File: config.mk
export PLATFORM = sky130hd
export DESIGN_NAME = state_priority_message_classifier
export DESIGN_NICKNAME = d
export VERILOG_FILES = /design/src/hw/rtl/spmc_pkg.sv /design/src/hw/rtl/spmc_step.sv /design/src/hw/rtl/state_priority_message_classifier.sv
export VERILOG_INCLUDE_DIRS = /design/src /design/src/hw/rtl
export SDC_FILE = /design/constraint.sdc
export NUM_CORES = 1
export LEC_CHECK = 0
export ABC_AREA = 1
export ABC_CLOCK_PERIOD_IN_PS = 2300
export BUFFER_PORTS_ARGS = -buffer_cell sky130_fd_sc_hd__buf_2
export CAP_MARGIN = 20
export CORE_MARGIN = 2
export CORE_UTILIZATION = 40
export DETAILED_ROUTE_END_ITERATION = 12
export SLEW_MARGIN = 40
export SYNTH_ARGS = -nofsm -noshare
export SYNTH_HDL_FRONTEND = slang
export SYNTH_HIERARCHICAL = 1
export SYNTH_SLANG_ARGS = --single-unit
File: constraint.sdc
create_clock -name clk -period 2.3 [get_ports clk]
set_input_delay 0.115 -clock clk [delete_from_list [all_inputs] [get_ports clk]]
set_output_delay 0.115 -clock clk [all_outputs]
set_load 0.01 [all_outputs]
File: src/hw/rtl/state_priority_message_classifier_macros.svh
// Assertion macros used by the classifier top level.
// Needs no other file; included by the top level, the one module that carries assertions.
`ifndef STATE_PRIORITY_MESSAGE_CLASSIFIER_MACROS_SVH
`define STATE_PRIORITY_MESSAGE_CLASSIFIER_MACROS_SVH

// Condition that must hold whenever the trigger holds, in the same cycle.
`define SPMC_ASSERT_IMPL(label, clock, reset, trig, cond, msg) \
  label: assert property (@(posedge clock) disable iff (reset) (trig) |-> (cond)) \
    else $error(msg);

// Condition that must hold in the cycle after the trigger.
`define SPMC_ASSERT_NEXT(label, clock, reset, trig, cond, msg) \
  label: assert property (@(posedge clock) disable iff (reset) (trig) |=> (cond)) \
    else $error(msg);

`endif

File: src/hw/rtl/spmc_pkg.sv
// Types, pattern tables and reset state for the priority message classifier.
// Has no dependencies; imported by spmc_step, the top level and the testbench.
package spmc_pkg;

  localparam int unsigned KEY_LEN   = 7;
  localparam int unsigned NEEDS_LEN = 10;
  localparam int unsigned ERROR_LEN = 6;

  localparam logic [7:0] CHAR_QUOTE = 8'h22;
  localparam logic [7:0] CHAR_COLON = 8'h3a;
  localparam logic [7:0] CHAR_SPACE = 8'h20;
  localparam logic [7:0] CHAR_TAB   = 8'h09;
  localparam logic [7:0] CHAR_LF    = 8'h0a;
  localparam logic [7:0] CHAR_CR    = 8'h0d;

  typedef enum logic [1:0] {
    PH_IDLE        = 2'd0,
    PH_AFTER_KEY   = 2'd1,
    PH_AFTER_COLON = 2'd2,
    PH_VALUE       = 2'd3
  } phase_t;

  typedef struct packed {
    logic [2:0] key_progress;
    phase_t     phase;
    logic [3:0] value_progress;
    logic       needs_alive;
    logic       error_alive;
    logic       found;
  } spmc_state_t;

  localparam spmc_state_t STATE_RESET = '{
    key_progress:   3'd0,
    phase:          PH_IDLE,
    value_progress: 4'd0,
    needs_alive:    1'b0,
    error_alive:    1'b0,
    found:          1'b0
  };

  // The quoted key "state", quotes included.
  function automatic logic [7:0] key_char(input logic [2:0] idx);
    logic [7:0] c;
    case (idx)
      3'd0:    c = CHAR_QUOTE;
      3'd1:    c = 8'h73;  // s
      3'd2:    c = 8'h74;  // t
      3'd3:    c = 8'h61;  // a
      3'd4:    c = 8'h74;  // t
      3'd5:    c = 8'h65;  // e
      3'd6:    c = CHAR_QUOTE;
      default: c = 8'h00;
    endcase
    return c;
  endfunction

  // The needs_you value with its closing quote.
  function automatic logic [7:0] needs_char(input logic [3:0] idx);
    logic [7:0] c;
    case (idx)
      4'd0:    c = 8'h6e;  // n
      4'd1:    c = 8'h65;  // e
      4'd2:    c = 8'h65;  // e
      4'd3:    c = 8'h64;  // d
      4'd4:    c = 8'h73;  // s
      4'd5:    c = 8'h5f;  // _
      4'd6:    c = 8'h79;  // y
      4'd7:    c = 8'h6f;  // o
      4'd8:    c = 8'h75;  // u
      4'd9:    c = CHAR_QUOTE;
      default: c = 8'h00;
    endcase
    return c;
  endfunction

  // The value error with its closing quote.
  function automatic logic [7:0] error_char(input logic [3:0] idx);
    logic [7:0] c;
    case (idx)
      4'd0:    c = 8'h65;  // e
      4'd1:    c = 8'h72;  // r
      4'd2:    c = 8'h72;  // r
      4'd3:    c = 8'h6f;  // o
      4'd4:    c = 8'h72;  // r
      4'd5:    c = CHAR_QUOTE;
      default: c = 8'h00;
    endcase
    return c;
  endfunction

  function automatic logic is_space(input logic [7:0] b);
    return (b == CHAR_SPACE) || (b == CHAR_TAB) || (b == CHAR_LF) || (b == CHAR_CR);
  endfunction

endpackage

File: src/hw/rtl/spmc_step.sv
// Next-state logic of the classifier: one byte advances the key tracker,
// the post-key phase tracker and the sticky found flag. Uses spmc_pkg.
module spmc_step
  import spmc_pkg::*;
(
  input  spmc_state_t cur,
  input  logic [7:0]  byte_value,
  output spmc_state_t nxt
);

  spmc_state_t ph;
  logic        needs_ok;
  logic        error_ok;
  logic        hit;
  logic        key_ok;

  // Value candidates: each survives only while its byte matches.
  assign needs_ok = cur.needs_alive && (cur.value_progress < 4'(NEEDS_LEN)) &&
                    (byte_value == needs_char(cur.value_progress));
  assign error_ok = cur.error_alive && (cur.value_progress < 4'(ERROR_LEN)) &&
                    (byte_value == error_char(cur.value_progress));
  assign hit = (needs_ok && (cur.value_progress == 4'(NEEDS_LEN - 1))) ||
               (error_ok && (cur.value_progress == 4'(ERROR_LEN - 1)));

  // Phase tracker runs first on the current byte.
  always_comb begin
    ph = cur;
    case (cur.phase)
      PH_AFTER_KEY: begin
        if (byte_value == CHAR_COLON) begin
          ph.phase = PH_AFTER_COLON;
        end else if (!is_space(byte_value)) begin
          ph.phase          = PH_IDLE;
          ph.value_progress = 4'd0;
          ph.needs_alive    = 1'b0;
          ph.error_alive    = 1'b0;
        end
      end
      PH_AFTER_COLON: begin
        if (byte_value == CHAR_QUOTE) begin
          ph.phase          = PH_VALUE;
          ph.value_progress = 4'd0;
          ph.needs_alive    = 1'b1;
          ph.error_alive    = 1'b1;
        end else if (!is_space(byte_value)) begin
          ph.phase          = PH_IDLE;
          ph.value_progress = 4'd0;
          ph.needs_alive    = 1'b0;
          ph.error_alive    = 1'b0;
        end
      end
      PH_VALUE: begin
        if (hit || (!needs_ok && !error_ok)) begin
          ph.phase          = PH_IDLE;
          ph.value_progress = 4'd0;
          ph.needs_alive    = 1'b0;
          ph.error_alive    = 1'b0;
          ph.found          = cur.found | hit;
        end else begin
          ph.needs_alive    = needs_ok;
          ph.error_alive    = error_ok;
          ph.value_progress = cur.value_progress + 4'd1;
        end
      end
      default: begin
        ph.phase          = PH_IDLE;
        ph.value_progress = 4'd0;
        ph.needs_alive    = 1'b0;
        ph.error_alive    = 1'b0;
      end
    endcase
  end

  assign key_ok = (cur.key_progress < 3'(KEY_LEN)) &&
                  (byte_value == key_char(cur.key_progress));

  // Key tracker; a completed key restarts the phase tracker after the key.
  // Its closing quote also opens the next key candidate.
  always_comb begin
    nxt = ph;
    if (key_ok) begin
      if (cur.key_progress == 3'(KEY_LEN - 1)) begin
        nxt.key_progress   = 3'd1;
        nxt.phase          = PH_AFTER_KEY;
        nxt.value_progress = 4'd0;
        nxt.needs_alive    = 1'b0;
        nxt.error_alive    = 1'b0;
      end else begin
        nxt.key_progress = cur.key_progress + 3'd1;
      end
    end else begin
      nxt.key_progress = (byte_value == CHAR_QUOTE) ? 3'd1 : 3'd0;
    end
  end

endmodule

File: src/hw/rtl/state_priority_message_classifier.sv
// Top level of the priority message classifier: input handshake, tracker
// state, result register. Uses spmc_pkg, spmc_step and the macros header.
//
// Usage:
//   Message bytes enter on the s_ channel, one word per byte, with s_tlast
//   high on the final byte. Bytes that are not final yield no result. The
//   final byte yields one result word on the m_ channel: m_tdata[0] is 1 when
//   the message held the key "state" followed by a colon and the quoted value
//   needs_you or error (whitespace allowed around the colon).
//   Throughput: one byte per cycle while no result waits undrained; all per-byte
//   work is one pass of next-state logic into the tracker registers.
//   Latency: the result is valid in the cycle after its final byte is taken.
//   Stalls: a single result register holds a pending result; s_tready stays
//   high while that register is empty or is being drained in the same cycle,
//   so a new byte is taken even as the previous result is handed over.
//   Reset (rst, synchronous) clears all trackers and drops any pending result.
//   All trackers also clear after every final byte.
`include "state_priority_message_classifier_macros.svh"

module state_priority_message_classifier
  import spmc_pkg::*;
(
  input  logic       clk,
  input  logic       rst,
  input  logic       s_tvalid,
  output logic       s_tready,
  input  logic [7:0] s_tdata,   // [7:0] byte_value
  input  logic       s_tlast,   // last_byte
  output logic       m_tvalid,
  input  logic       m_tready,
  output logic [7:0] m_tdata    // [0] is_priority, [7:1] zero
);

  spmc_state_t state;
  spmc_state_t state_next;
  logic        is_priority;
  logic        s_accept;
  logic        last_accept;
  logic        state_clear;
  logic        value_live;
  logic        value_quiet;

  spmc_step u_step (
    .cur        (state),
    .byte_value (s_tdata),
    .nxt        (state_next)
  );

  assign s_tready    = !m_tvalid || m_tready;
  assign s_accept    = s_tvalid && s_tready;
  assign last_accept = s_accept && s_tlast;
  assign m_tdata     = {7'd0, is_priority};

  // Tracker state and result register.
  always_ff @(posedge clk) begin
    if (rst) begin
      state       <= STATE_RESET;
      m_tvalid    <= 1'b0;
      is_priority <= 1'b0;
    end else begin
      if (last_accept) begin
        state       <= STATE_RESET;
        m_tvalid    <= 1'b1;
        is_priority <= state_next.found;
      end else begin
        if (s_accept) begin
          state <= state_next;
        end
        if (m_tready) begin
          m_tvalid <= 1'b0;
        end
      end
    end
  end

  // Conditions watched by the assertions.
  assign state_clear = (state.key_progress == 3'd0) && (state.phase == PH_IDLE) &&
                       !state.found;
  assign value_live  = (state.needs_alive || state.error_alive) &&
                       (state.value_progress < 4'(NEEDS_LEN));
  assign value_quiet = !state.needs_alive && !state.error_alive &&
                       (state.value_progress == 4'd0);

  `SPMC_ASSERT_NEXT(a_last_gives_result, clk, rst, last_accept, m_tvalid, "missing result")
  `SPMC_ASSERT_NEXT(a_last_clears, clk, rst, last_accept, state_clear, "trackers not cleared")
  `SPMC_ASSERT_IMPL(a_key_range, clk, rst, 1'b1, state.key_progress < 3'(KEY_LEN), "key range")
  `SPMC_ASSERT_IMPL(a_value_live, clk, rst, state.phase == PH_VALUE, value_live, "value idle")
  `SPMC_ASSERT_IMPL(a_no_value_outside, clk, rst, state.phase != PH_VALUE, value_quiet, "value busy")

endmodule

# Yosys cells after proc, flatten, opt, wreduce, memory -nomap -nowiden
# Memories as Yosys holds them, arrays and structs flattened. A register that Yosys moved wholly into a read port is not among the register bits.
# Cells that the tools add are included.
# totals
input_bits,13
memories,1
rom_bits,112
register_bits,14
output_inout_bits,10
word_cells,85
# op_classes
addsub,2
order_cmp,3
eq_ne,24
n_mux,20
n_reduce_logical,26
bitwise_logic,1
# mem_list
name,words,word_bits,read_ports,rd_ports_with_merged_regs,wr,line,source
(name not given),16,7,1,1,0,spmc_pkg.sv:60,case (idx)
# ops
operator,n
case mux 7 bit (5 select lines),1
2-to-1 mux 8 bit,4
case mux 7 bit (4 select lines),1
== test 8 x 4 -> 1 bit (second input constant),3
== test 8 x 6 -> 1 bit (second input constant),3
case mux 8 bit (3 select lines),1
== test 8 x 7 -> 1 bit,2
2-to-1 mux 6 bit,2
logical AND 1 bit,10
== test 3 bit (second input constant),3
== test 4 x 2 -> 1 bit (second input constant),2
== test 4 x 3 -> 1 bit (second input constant),2
== test 8 bit,1
2-to-1 mux 4 bit,2
== test 3 x 2 -> 1 bit (second input constant),2
logical OR 1 bit,6
2-to-1 mux 3 bit,2
OR reduction 2 bit,3
2-to-1 mux 1 bit,5
adder 4 x 1 -> 4 bit (second input constant),1
== test 2 bit (second input constant),2
== test 4 x 1 -> 1 bit (second input constant),1
== test 4 bit (second input constant),1
zero test 4 bit,1
other kinds (12),15

# Logic depth before layout (Yosys ltp)
# Gate-level depths: netlist of the first run.
# logic_depth
depth_word,14
depth_mapped,19
depth_no_buf,19

# Cells and area by module
# The synthesis of the first run kept the hierarchy.
# modules_own_cells
module,instances,cells_per_inst,seq_area_each_um2,area_per_inst_um2
spmc_step,1,200,0.0,1048.5
state_priority_message_classifier,1,79,280.3,679.4

# Worst setup path before layout of the first run
# OpenSTA, ideal clock, no wires.
# synth_timing
path_kind,register to register
startpoint,reg state[3] (netlist name)
endpoint,reg state[1] (netlist name)
arrival_ns,2.047
required_time_ns,2.234
path_stages_with_launch,14
path_buffers,0
synth_period_minus_slack_ns,2.113
setup_ns,0.066
slack_ns,0.187
cell_sequence,dfxtp_1 -> inv_1 -> ha_1 -> o21ai_2 -> nand3_1 -> o21ai_1 -> nand2_1 -> nor2_2 -> nand2_2 -> a21oi_4 -> nand3_1 -> a21oi_1 -> nand3_1 -> a21oi_2
# synth_rtl
item,line,source
"start, declared",state_priority_message_classifier.sv:34,spmc_state_t state;
"start signal, assigned",state_priority_message_classifier.sv:67,state <= state_next;

==> summary by stage, run 1 <==
Die
For this configuration, the core starts out at a cell density of 42.3%. The width of the chip is 69.7 µm. The number of ports placed on the die boundary is 23. The floorplan step defined a die boundary enclosing 4860 µm².

The area inside the core boundary is 4090 µm². The die boundary height is 69.7 µm. The cell row count is 23.

Power
Sequential cells burn 41.8% of the power. The combinational group share of total power is 16.0%. The clock network is responsible for 42.2% of the overall power.

The total power divided by cell area is 282 nW/µm². The static leakage is 0.919 nW. The internal power is 0.421 mW.

The switching power of the nets is 0.162 mW. The fraction of power spent switching nets is 27.8%. The worst vdd rail ir drop is 0.000284 V.

Placed design
The number of placed instances, taps included, is 346. OpenSTA, run right after detailed placement, puts the worst setup slack at 0.0113 ns. Input and output buffers added on the ports amount to 15. At the end of routability-driven placement, the weighted congestion stood at 0.890. The detailed-placement wirelength estimate is 3440 µm.

Timing
Derived from the worst setup path, the maximum achievable clock frequency is 0.463 GHz. In the final timing run, aggregate negative setup slack is 0 ns. The final count of negative-setup-slack endpoints is 0. The max-slew violation count is 0. The final period demand of the worst path is 2.16 ns. The post-route fraction of the period consumed by the critical path is 93.8%. For the final database, setup skew stands at 0.00147 ns. Final hold analysis gives a worst-case slack of 0.146 ns. The final critical-path setup slack is 0.142 ns.

Setup repair after global routing could not meet its margin everywhere. The count of final hold-check violations is 0.

Detailed routing
The vias per cell is 5.13. Once detail routing completed, the nets flagged for antenna violations numbered 0. The routed wirelength normalized by instance count is 13.1 µm. Before antenna repair, the detailed router went through 4 iterations. Summed over all layers, the routed wires come to 4640 µm. The routed layout has 1820 vias.

The starting DRC count in detailed routing is 126. The post-detailed-route DRC marker count is 0.

Setup path
Along the worst path, the maximum fanout reaches 6. The type of destination of the critical path is a register. For the worst setup path, the data arrival time is 2.34 ns.

The critical path launch point type is a register. The worst setup path category is reg -> reg. The critical path required time is 2.49 ns.

CTS
The TritonCTS clock tree is done. The maximum level of the CTS H-tree is 1. TritonCTS created 3 clock buffers. The clock tree buffer depth is 2. For the worst-skew pair, the clock arrives at the later sink with an insertion delay of 0.25 ns. The hold-fix buffer count after cts is 0. The cell chosen for the clock root is clkbuf_8. The clock-pin slew reported for the worst setup and hold paths after clock tree synthesis is 0.06 ns. Counting every sink on the clock net gives 14.

Logic synthesis
The predominant post-synthesis flop cell is dfxtp_1. The cell count after synthesis came out at 279. Ranked by instance count, the synthesized netlist is headed by 71 x nand2_1, 41 x nand3_1, 37 x inv_1.

After synthesis the cells add up to 1730 µm². The share of async-settable or async-resettable flops after synthesis is 0%. The biggest area contributor in the post-synthesis netlist is dfxtp_1. The share of the synthesized area in the top cell type is 16.2%.

The synthesized design contains 14 register bits. The mean area per synthesized cell is 6.19 µm². The most instantiated library cell after synthesis is nand2_1. The share of the Yosys chip area taken by registers is 16.2%. Yosys mapped a number of flops with a built-in enable equal to 0. In this run, distinct cell masters in the synthesized netlist total 36. Ranked by total cell area, the synthesized netlist is headed by dfxtp_1 16%, nand2_1 15%, nand3_1 12%. The count of warnings emitted by yosys is 6.

Cells and area
The post-route netlist has 29.8% of its cells at a drive strength greater than 1. Compared with the post-synthesis result, the final layout area differs by 19.6%. The number of fillers in the final layout is 414. After the flow finishes, the layout carries non-filler instances totaling 355. The count of antenna diodes in the layout is 0. At the end of the flow the core is filled with cells to 50.6%. The final net count is 326.

Global routing
The initial antenna violation count is 0. The first global-routing pass estimated 7510 µm of wire. The total overflow left after global routing is 0. The overall global routing resource usage is 18.3%. Entering global routing, the biggest net connects 18 pins. The number of global-route vias before repair is 1681.

Run status
The run finished with clean final reports.

Worst hold path
The class of the most critical hold timing path is in -> reg.

Run
Across the run, the number of max-cap violations was 0.
[cell type report]
| type | count | area, µm² | share of cell area (%) |
|---|---|---|---|
| clock buffers | 4 | 55.1 | 2.66 |
| inverters | 41 | 159 | 7.69 |
| multi-input cells | 217 | 1310 | 63.5 |
| flip-flops and latches | 14 | 290 | 14.0 |
| well taps | 50 | 62.6 | 3.03 |
| repair buffers | 29 | 188 | 9.08 |
[final timing paths]
kind / cells after the start / startpoint / endpoint / slack [ns]
worst min-delay path: 4 / rst / m_tvalid / 0.15
worst max register to register: 17 / state[3] / state[6] / 0.14
worst max-delay path: 17 / state[3] / state[6] / 0.14
worst min register to register: 2 / state[0] / state[0] / 0.47
[what timing repair did]
action / 4_1_cts / 5_1_grt
setup buffers: 0 / 5
hold endpoints to repair: 0 / 0
gates resized for setup: 1 / 36
setup endpoints to repair: 1 / 10
pin swaps: 0 / 23
[power by group through the flow]
stage                     sequential [mW]  clock (mW)  combinational, mW
after floorplan                     0.252           0             0.0747
after global placement              0.251           0             0.0914
after detailed placement            0.251           0             0.0914
after CTS                           0.246       0.252             0.0915
after global routing                0.244       0.260              0.104
final                               0.244       0.246             0.0931
[layer usage]
| layer | routed length [µm] | vias to the layer above | part of all wire, % | track usage, % |
|---|---|---|---|---|
| met5 | 0 | - | 0 | 0 |
| met4 | 106 | 0 | 2.3 | 6.84 |
| met3 | 157 | 9 | 3.4 | 1.74 |
| met2 | 2160 | 47 | 47 | 29.9 |
| met1 | 2220 | 815 | 48 | 25.0 |
| li1 | - | 949 | - | - |
[stage by stage]
step	area, µm²	power, mW
6_report	2070	0.583
2_1_floorplan	1750	0.327
4_1_cts	1900	0.590
3_3_place_gp	1840	0.343
5_1_grt	2070	0.608
3_5_place_dp	1840	0.343
[cells by family after synthesis]
logic type               after synthesis  synth area share, %
AO/OA/AOI/OAI                         33                 13.6
XOR/XNOR                               8                 4.06
adder cells (fa/ha/maj)                7                 5.07
buffers and inverters                 54                 15.9
flip-flops                            14                 16.2
other                                  1                0.217
AND/OR/NAND/NOR                      162                 45.0
[flip-flops by register name (all words and copies together) (netlist names)]
| register | cells |
|---|---|
| is_priority | 1 |
| m_tvalid | 1 |
| state | 12 |
[placed cells by master (no fill, tap or decap), drive strengths merged, types with 2 or more instances in the layout]
cell type,n
a21oi,19
and3,2
buf,29
clkbuf,4
conb,7
dfxtp,14
ha,7
inv,41
nand2,78
nand3,44
nand4,11
nor2,23
nor3,2
o211ai,2
o21ai,5
o22ai,4
xor2,7
[critical path: stages, from the launching register on]
cell and delay (ns):
dfxtp_4 0.36, buf_6 0.12, ha_4 0.16, inv_2 0.04, nand2_2 0.06, nand2_4 0.09, nand2_4 0.07, nand2_2 0.06
nand2_2 0.05, nor2_2 0.09, nand2_1 0.06, nor2_2 0.14, nand2_2 0.10, a21oi_4 0.21, nand2_2 0.13, o22ai_2 0.11
nand3_1 0.10, a21oi_2 0.12
Note: power is estimated with default switching activity, not from simulation.
==> inputs of run 2 (changes only) <==
Settings changed: ABC_AREA 1 to unset, GPL_ROUTABILITY_DRIVEN set to 0.
==> run 2 against run 1 <==
  * The flow now finishes with violations (setup timing)
  * Synthesized cell count shrank 14%
  * Worst setup slack lost 0.25 ns
  * Cell area grew 11%
  * Power shrank 5.9%
  * Clock power shrank 14%
  * Via count grew 1.6%
  * Sequential power is essentially flat
  * Non-clock buffer count grew 16
  * Utilization grew 2.6 points
  * Register-to-register slack lost 0.25 ns
  * Global-route usage shrank 0.16 points
  * Highest routed layer unchanged
==> summary by stage, run 2 <==
Die
The number of ports placed on the die boundary came to 23 (unchanged). The full die area is 5030 µm² (was 4860 µm²). The area inside the core boundary came to 4320 µm² (was 4090 µm²). The width of the chip is 71.0 µm (was 69.7 µm). The initial standard-cell utilization of the core is 41.5% (was 42.3%).

The cell row count is 24 (was 23). The die boundary height is 71.0 µm (was 69.7 µm).

Placed design
The number of buffers inserted by port buffering is 15 (unchanged). The worst-case setup slack after placement was -0.245 ns (was 0.0113 ns). The count of placed standard cells including taps was 310 (was 346).

The detailed-placement wirelength estimate came to 3280 µm (was 3440 µm).

Run status
Outcome: finished with violations (was finished, final reports clean). The final reports fail on setup timing.

Power
The static leakage was 0.803 nW (was 0.919 nW). The total power divided by cell area came to 239 nW/µm² (was 282 nW/µm²). The total power of the final layout came to 0.549 mW (was 0.583 mW). The worst vdd rail ir drop is 0.000292 V (was 0.000284 V).

Setup path
The cell at the slowest stage of the critical path is dfxtp_4 (unchanged). The type of destination of the critical path is a register (unchanged). The cell depth of the worst flop-to-flop path came to 11 (was 17). The worst path buffer plus inverter count is 2 (unchanged). The critical path required time is 2.48 ns (was 2.49 ns). The worst setup path category is reg -> reg (unchanged). The critical path launch point type was a register (unchanged). The largest stage delay on the critical path is 0.40 ns (was 0.36 ns). The cell type with the highest occurrence count on the critical path is o31ai_2 (was nand2_2). The arrival time of the worst setup path is 2.58 ns (was 2.34 ns).

The critical path depth is 11 (was 17). The cell family with the largest share of critical-path delay is compound AO/OA/AOI/OAI gates (was simple AND/OR/NAND/NOR gates). The top fanout value on the critical path is 8 (was 6). Cells traversed along the worst timing path: inv_6 > ha_4 > o21ai_0 > o31ai_2 > a211oi_2 > nor4b_1 > o21a_2 > buf_6 > o31ai_2 > nand4b_1 > a21oi_1 (was buf_6 > ha_4 > inv_2 > nand2_2 > nand2_4 > nand2_4 > nand2_2 > nand2_2 > nor2_2 > nand2_1 > nor2_2 > nand2_2 > a21oi_4 > nand2_2 > o22ai_2 > nand3_1 > a21oi_2).

CTS
The cell chosen for the clock root is clkbuf_8 (unchanged). The maximum level of the CTS H-tree is 1 (unchanged). The clock-pin slew reported for the worst setup and hold paths after clock tree synthesis is 0.06 ns (about the same). The clock insertion delay at the later pin of the skew report was 0.25 ns (about the same). The CTS sink count came to 14 (unchanged).

The TritonCTS clock tree is done (unchanged). The clock tree buffer depth was 2 (unchanged). The number of buffers created by CTS is 3 (unchanged).

Timing
The final critical-path setup slack came to -0.104 ns (was 0.142 ns). The worst setup skew after layout is 0.00387 ns (was 0.00147 ns). The max-slew violation count is 0 (unchanged).

The count of final hold-check violations was 0 (unchanged). The final period demand of the worst path came to 2.40 ns (was 2.16 ns). Unrepaired setup endpoints after global routing: yes (unchanged). The maximum clock rate is 0.416 GHz (was 0.463 GHz). The post-route fraction of the period consumed by the critical path came to 105% (was 93.8%). The final count of negative-setup-slack endpoints is 8 (was 0).

Detailed routing
The post-detailed-route DRC marker count is 0 (unchanged). The final routed wirelength across all metal layers is 4810 µm (was 4640 µm). The first-pass detailed-route iteration total is 4 (unchanged). The vias per cell came to 5.76 (was 5.13). The via count is 1850 (was 1820). The routed wirelength normalized by instance count was 15.0 µm (was 13.1 µm). The starting DRC count in detailed routing is 98 (was 126). The final antenna-violating net count is 0 (unchanged).

Global routing
The initial antenna violation count was 0 (unchanged). The overall global routing resource usage is 18.2% (was 18.3%). The largest net degree at the start of global routing is 21 (was 18). The first-pass GRT wire length is 7610 µm (was 7510 µm). The total congestion overflow is 0 (unchanged). The number of global-route vias before repair is 1683 (was 1681).

Cells and area
Biggest registers after layout: state x12, is_priority x1, m_tvalid x1 (unchanged). The number of flip-flops in the largest register is 12 (unchanged). Highest-count cells in the layout ignoring fill and taps: 24 x a21oi_1, 23 x buf_4, 15 x nand2_1, 15 x buf_2 (was 67 x nand2_1, 37 x nand3_1, 33 x inv_1). The area added between synthesis and finish is 28.3% (was 19.6%). The count of antenna diodes in the layout is 0 (unchanged).

The final net count was 290 (was 326). The most flop-heavy register is state (unchanged). The most common cell after layout, fill and taps aside was a21oi_1 (was nand2_1).

The fraction of layout instances using a drive strength above 1 came to 37.9% (was 29.8%). The final cell count without fillers is 321 (was 355).

Logic synthesis
The number of enable flip-flop cells after synthesis is 0 (unchanged). The synthesized instance count is 240 (was 279). The portion of the post-synthesis area used by sequential elements came to 15.6% (was 16.2%).

The count of warnings emitted by yosys is 6 (unchanged). Top post-synthesis cells by count: 29 x a21oi_1, 16 x nor2_1, 15 x nand2_1, 15 x o21ai_0, 14 x dfxtp_1 (was 71 x nand2_1, 41 x nand3_1, 37 x inv_1). The most instantiated library cell after synthesis was a21oi_1 (was nand2_1).

The mean area per synthesized cell was 7.47 µm² (was 6.19 µm²). The share of async-settable or async-resettable flops after synthesis is 0% (unchanged). The share of the synthesized area in the top cell type is 15.6% (was 16.2%).

The synthesized area is 1790 µm² (was 1730 µm²). The predominant post-synthesis flop cell is dfxtp_1 (unchanged). The largest area contributor in the netlist is dfxtp_1 (unchanged). Synth top area cells: dfxtp_1 16%, a21oi_1 8.1%, nand4b_1 5.9% (was dfxtp_1 16%, nand2_1 15%, nand3_1 12%).

The number of distinct library cells after synthesis was 59 (was 36). The flop and latch count out of synthesis is 14 (unchanged).

Worst hold path
The class of the most critical hold timing path was in -> reg (unchanged). The instance count along the most critical hold path was 2 (was 4).

Run
The max-cap violation count was 0 (unchanged).
## run 2: final timing paths
check	start	end	slack, ns
worst max-delay path	state[4]	state[3]	-0.10
worst min-delay path	rst	state[4]	0.22
worst max register to register	state[4]	state[3]	-0.10
worst min register to register	is_priority	is_priority	0.48
## run 2: worst register-to-register path, cell delays in order (launching register included)
cell and delay (ns):
dfxtp_4 0.40, inv_6 0.06, ha_4 0.20, o21ai_0 0.24, o31ai_2 0.14, a211oi_2 0.34, nor4b_1 0.10, o21a_2 0.25
buf_6 0.13, o31ai_2 0.21, nand4b_1 0.12, a21oi_1 0.15
## run 2: cell families after synthesis
| group | count (synthesis) | synth area share [%] |
|---|---|---|
| buf+inv | 36 | 12.7 |
| fa+ha+maj | 7 | 4.88 |
| compound gates | 84 | 31.0 |
| mux | 1 | 0.558 |
| simple gates | 88 | 30.6 |
| flops | 14 | 15.6 |
| xor+xnor | 9 | 4.40 |
| other cells | 1 | 0.209 |
## run 2: repair_timing
item                                    in CTS  in global routing
pin swaps                                   29                 14
endpoints found under the setup margin      10                 12
setup buffers                                4                  3
hold buffers                                 0                  0
cloned                                       0                  0
gates resized for setup                     23                 29
## run 2: cell type report
cell class                      instances  area [µm²]
Timing Repair Buffer                   45         335
Inverter                               10        50.0
Clock buffer                            4        45.0
Tap cell                               52        65.1
Multi-Input combinational cell        196        1510
Fill cell                             417        2020
Sequential cell                        14         292
## run 2: report_power, final
group	leakage, nW	switching, mW	internal, mW	total (mW)
Sequential	0.116	0.000543	0.241	0.242
Combinational	0.664	0.0631	0.0330	0.0962
Clock	0.0228	0.0886	0.123	0.211
Total	0.803	0.152	0.397	0.549
## run 2: per-stage QoR
step	setup TNS (ns)	util [%]	hold slack (ns)	area (µm²)
3_3_place_gp	-1.26	45.7	0.466	1980
6_report	-0.544	53.2	0.219	2300
3_5_place_dp	-1.58	45.7	0.471	1980
2_1_floorplan	0	-	0.174	1840
5_1_grt	-1.72	53.2	0.235	2300
4_1_cts	-0.497	50.1	0.214	2160
## run 2: layer usage
layer	GRT usage [%]	wire length, µm
met1	24.7	2290
met2	30.2	2290
met3	1.14	159
met4	6.92	68
met5	0	0
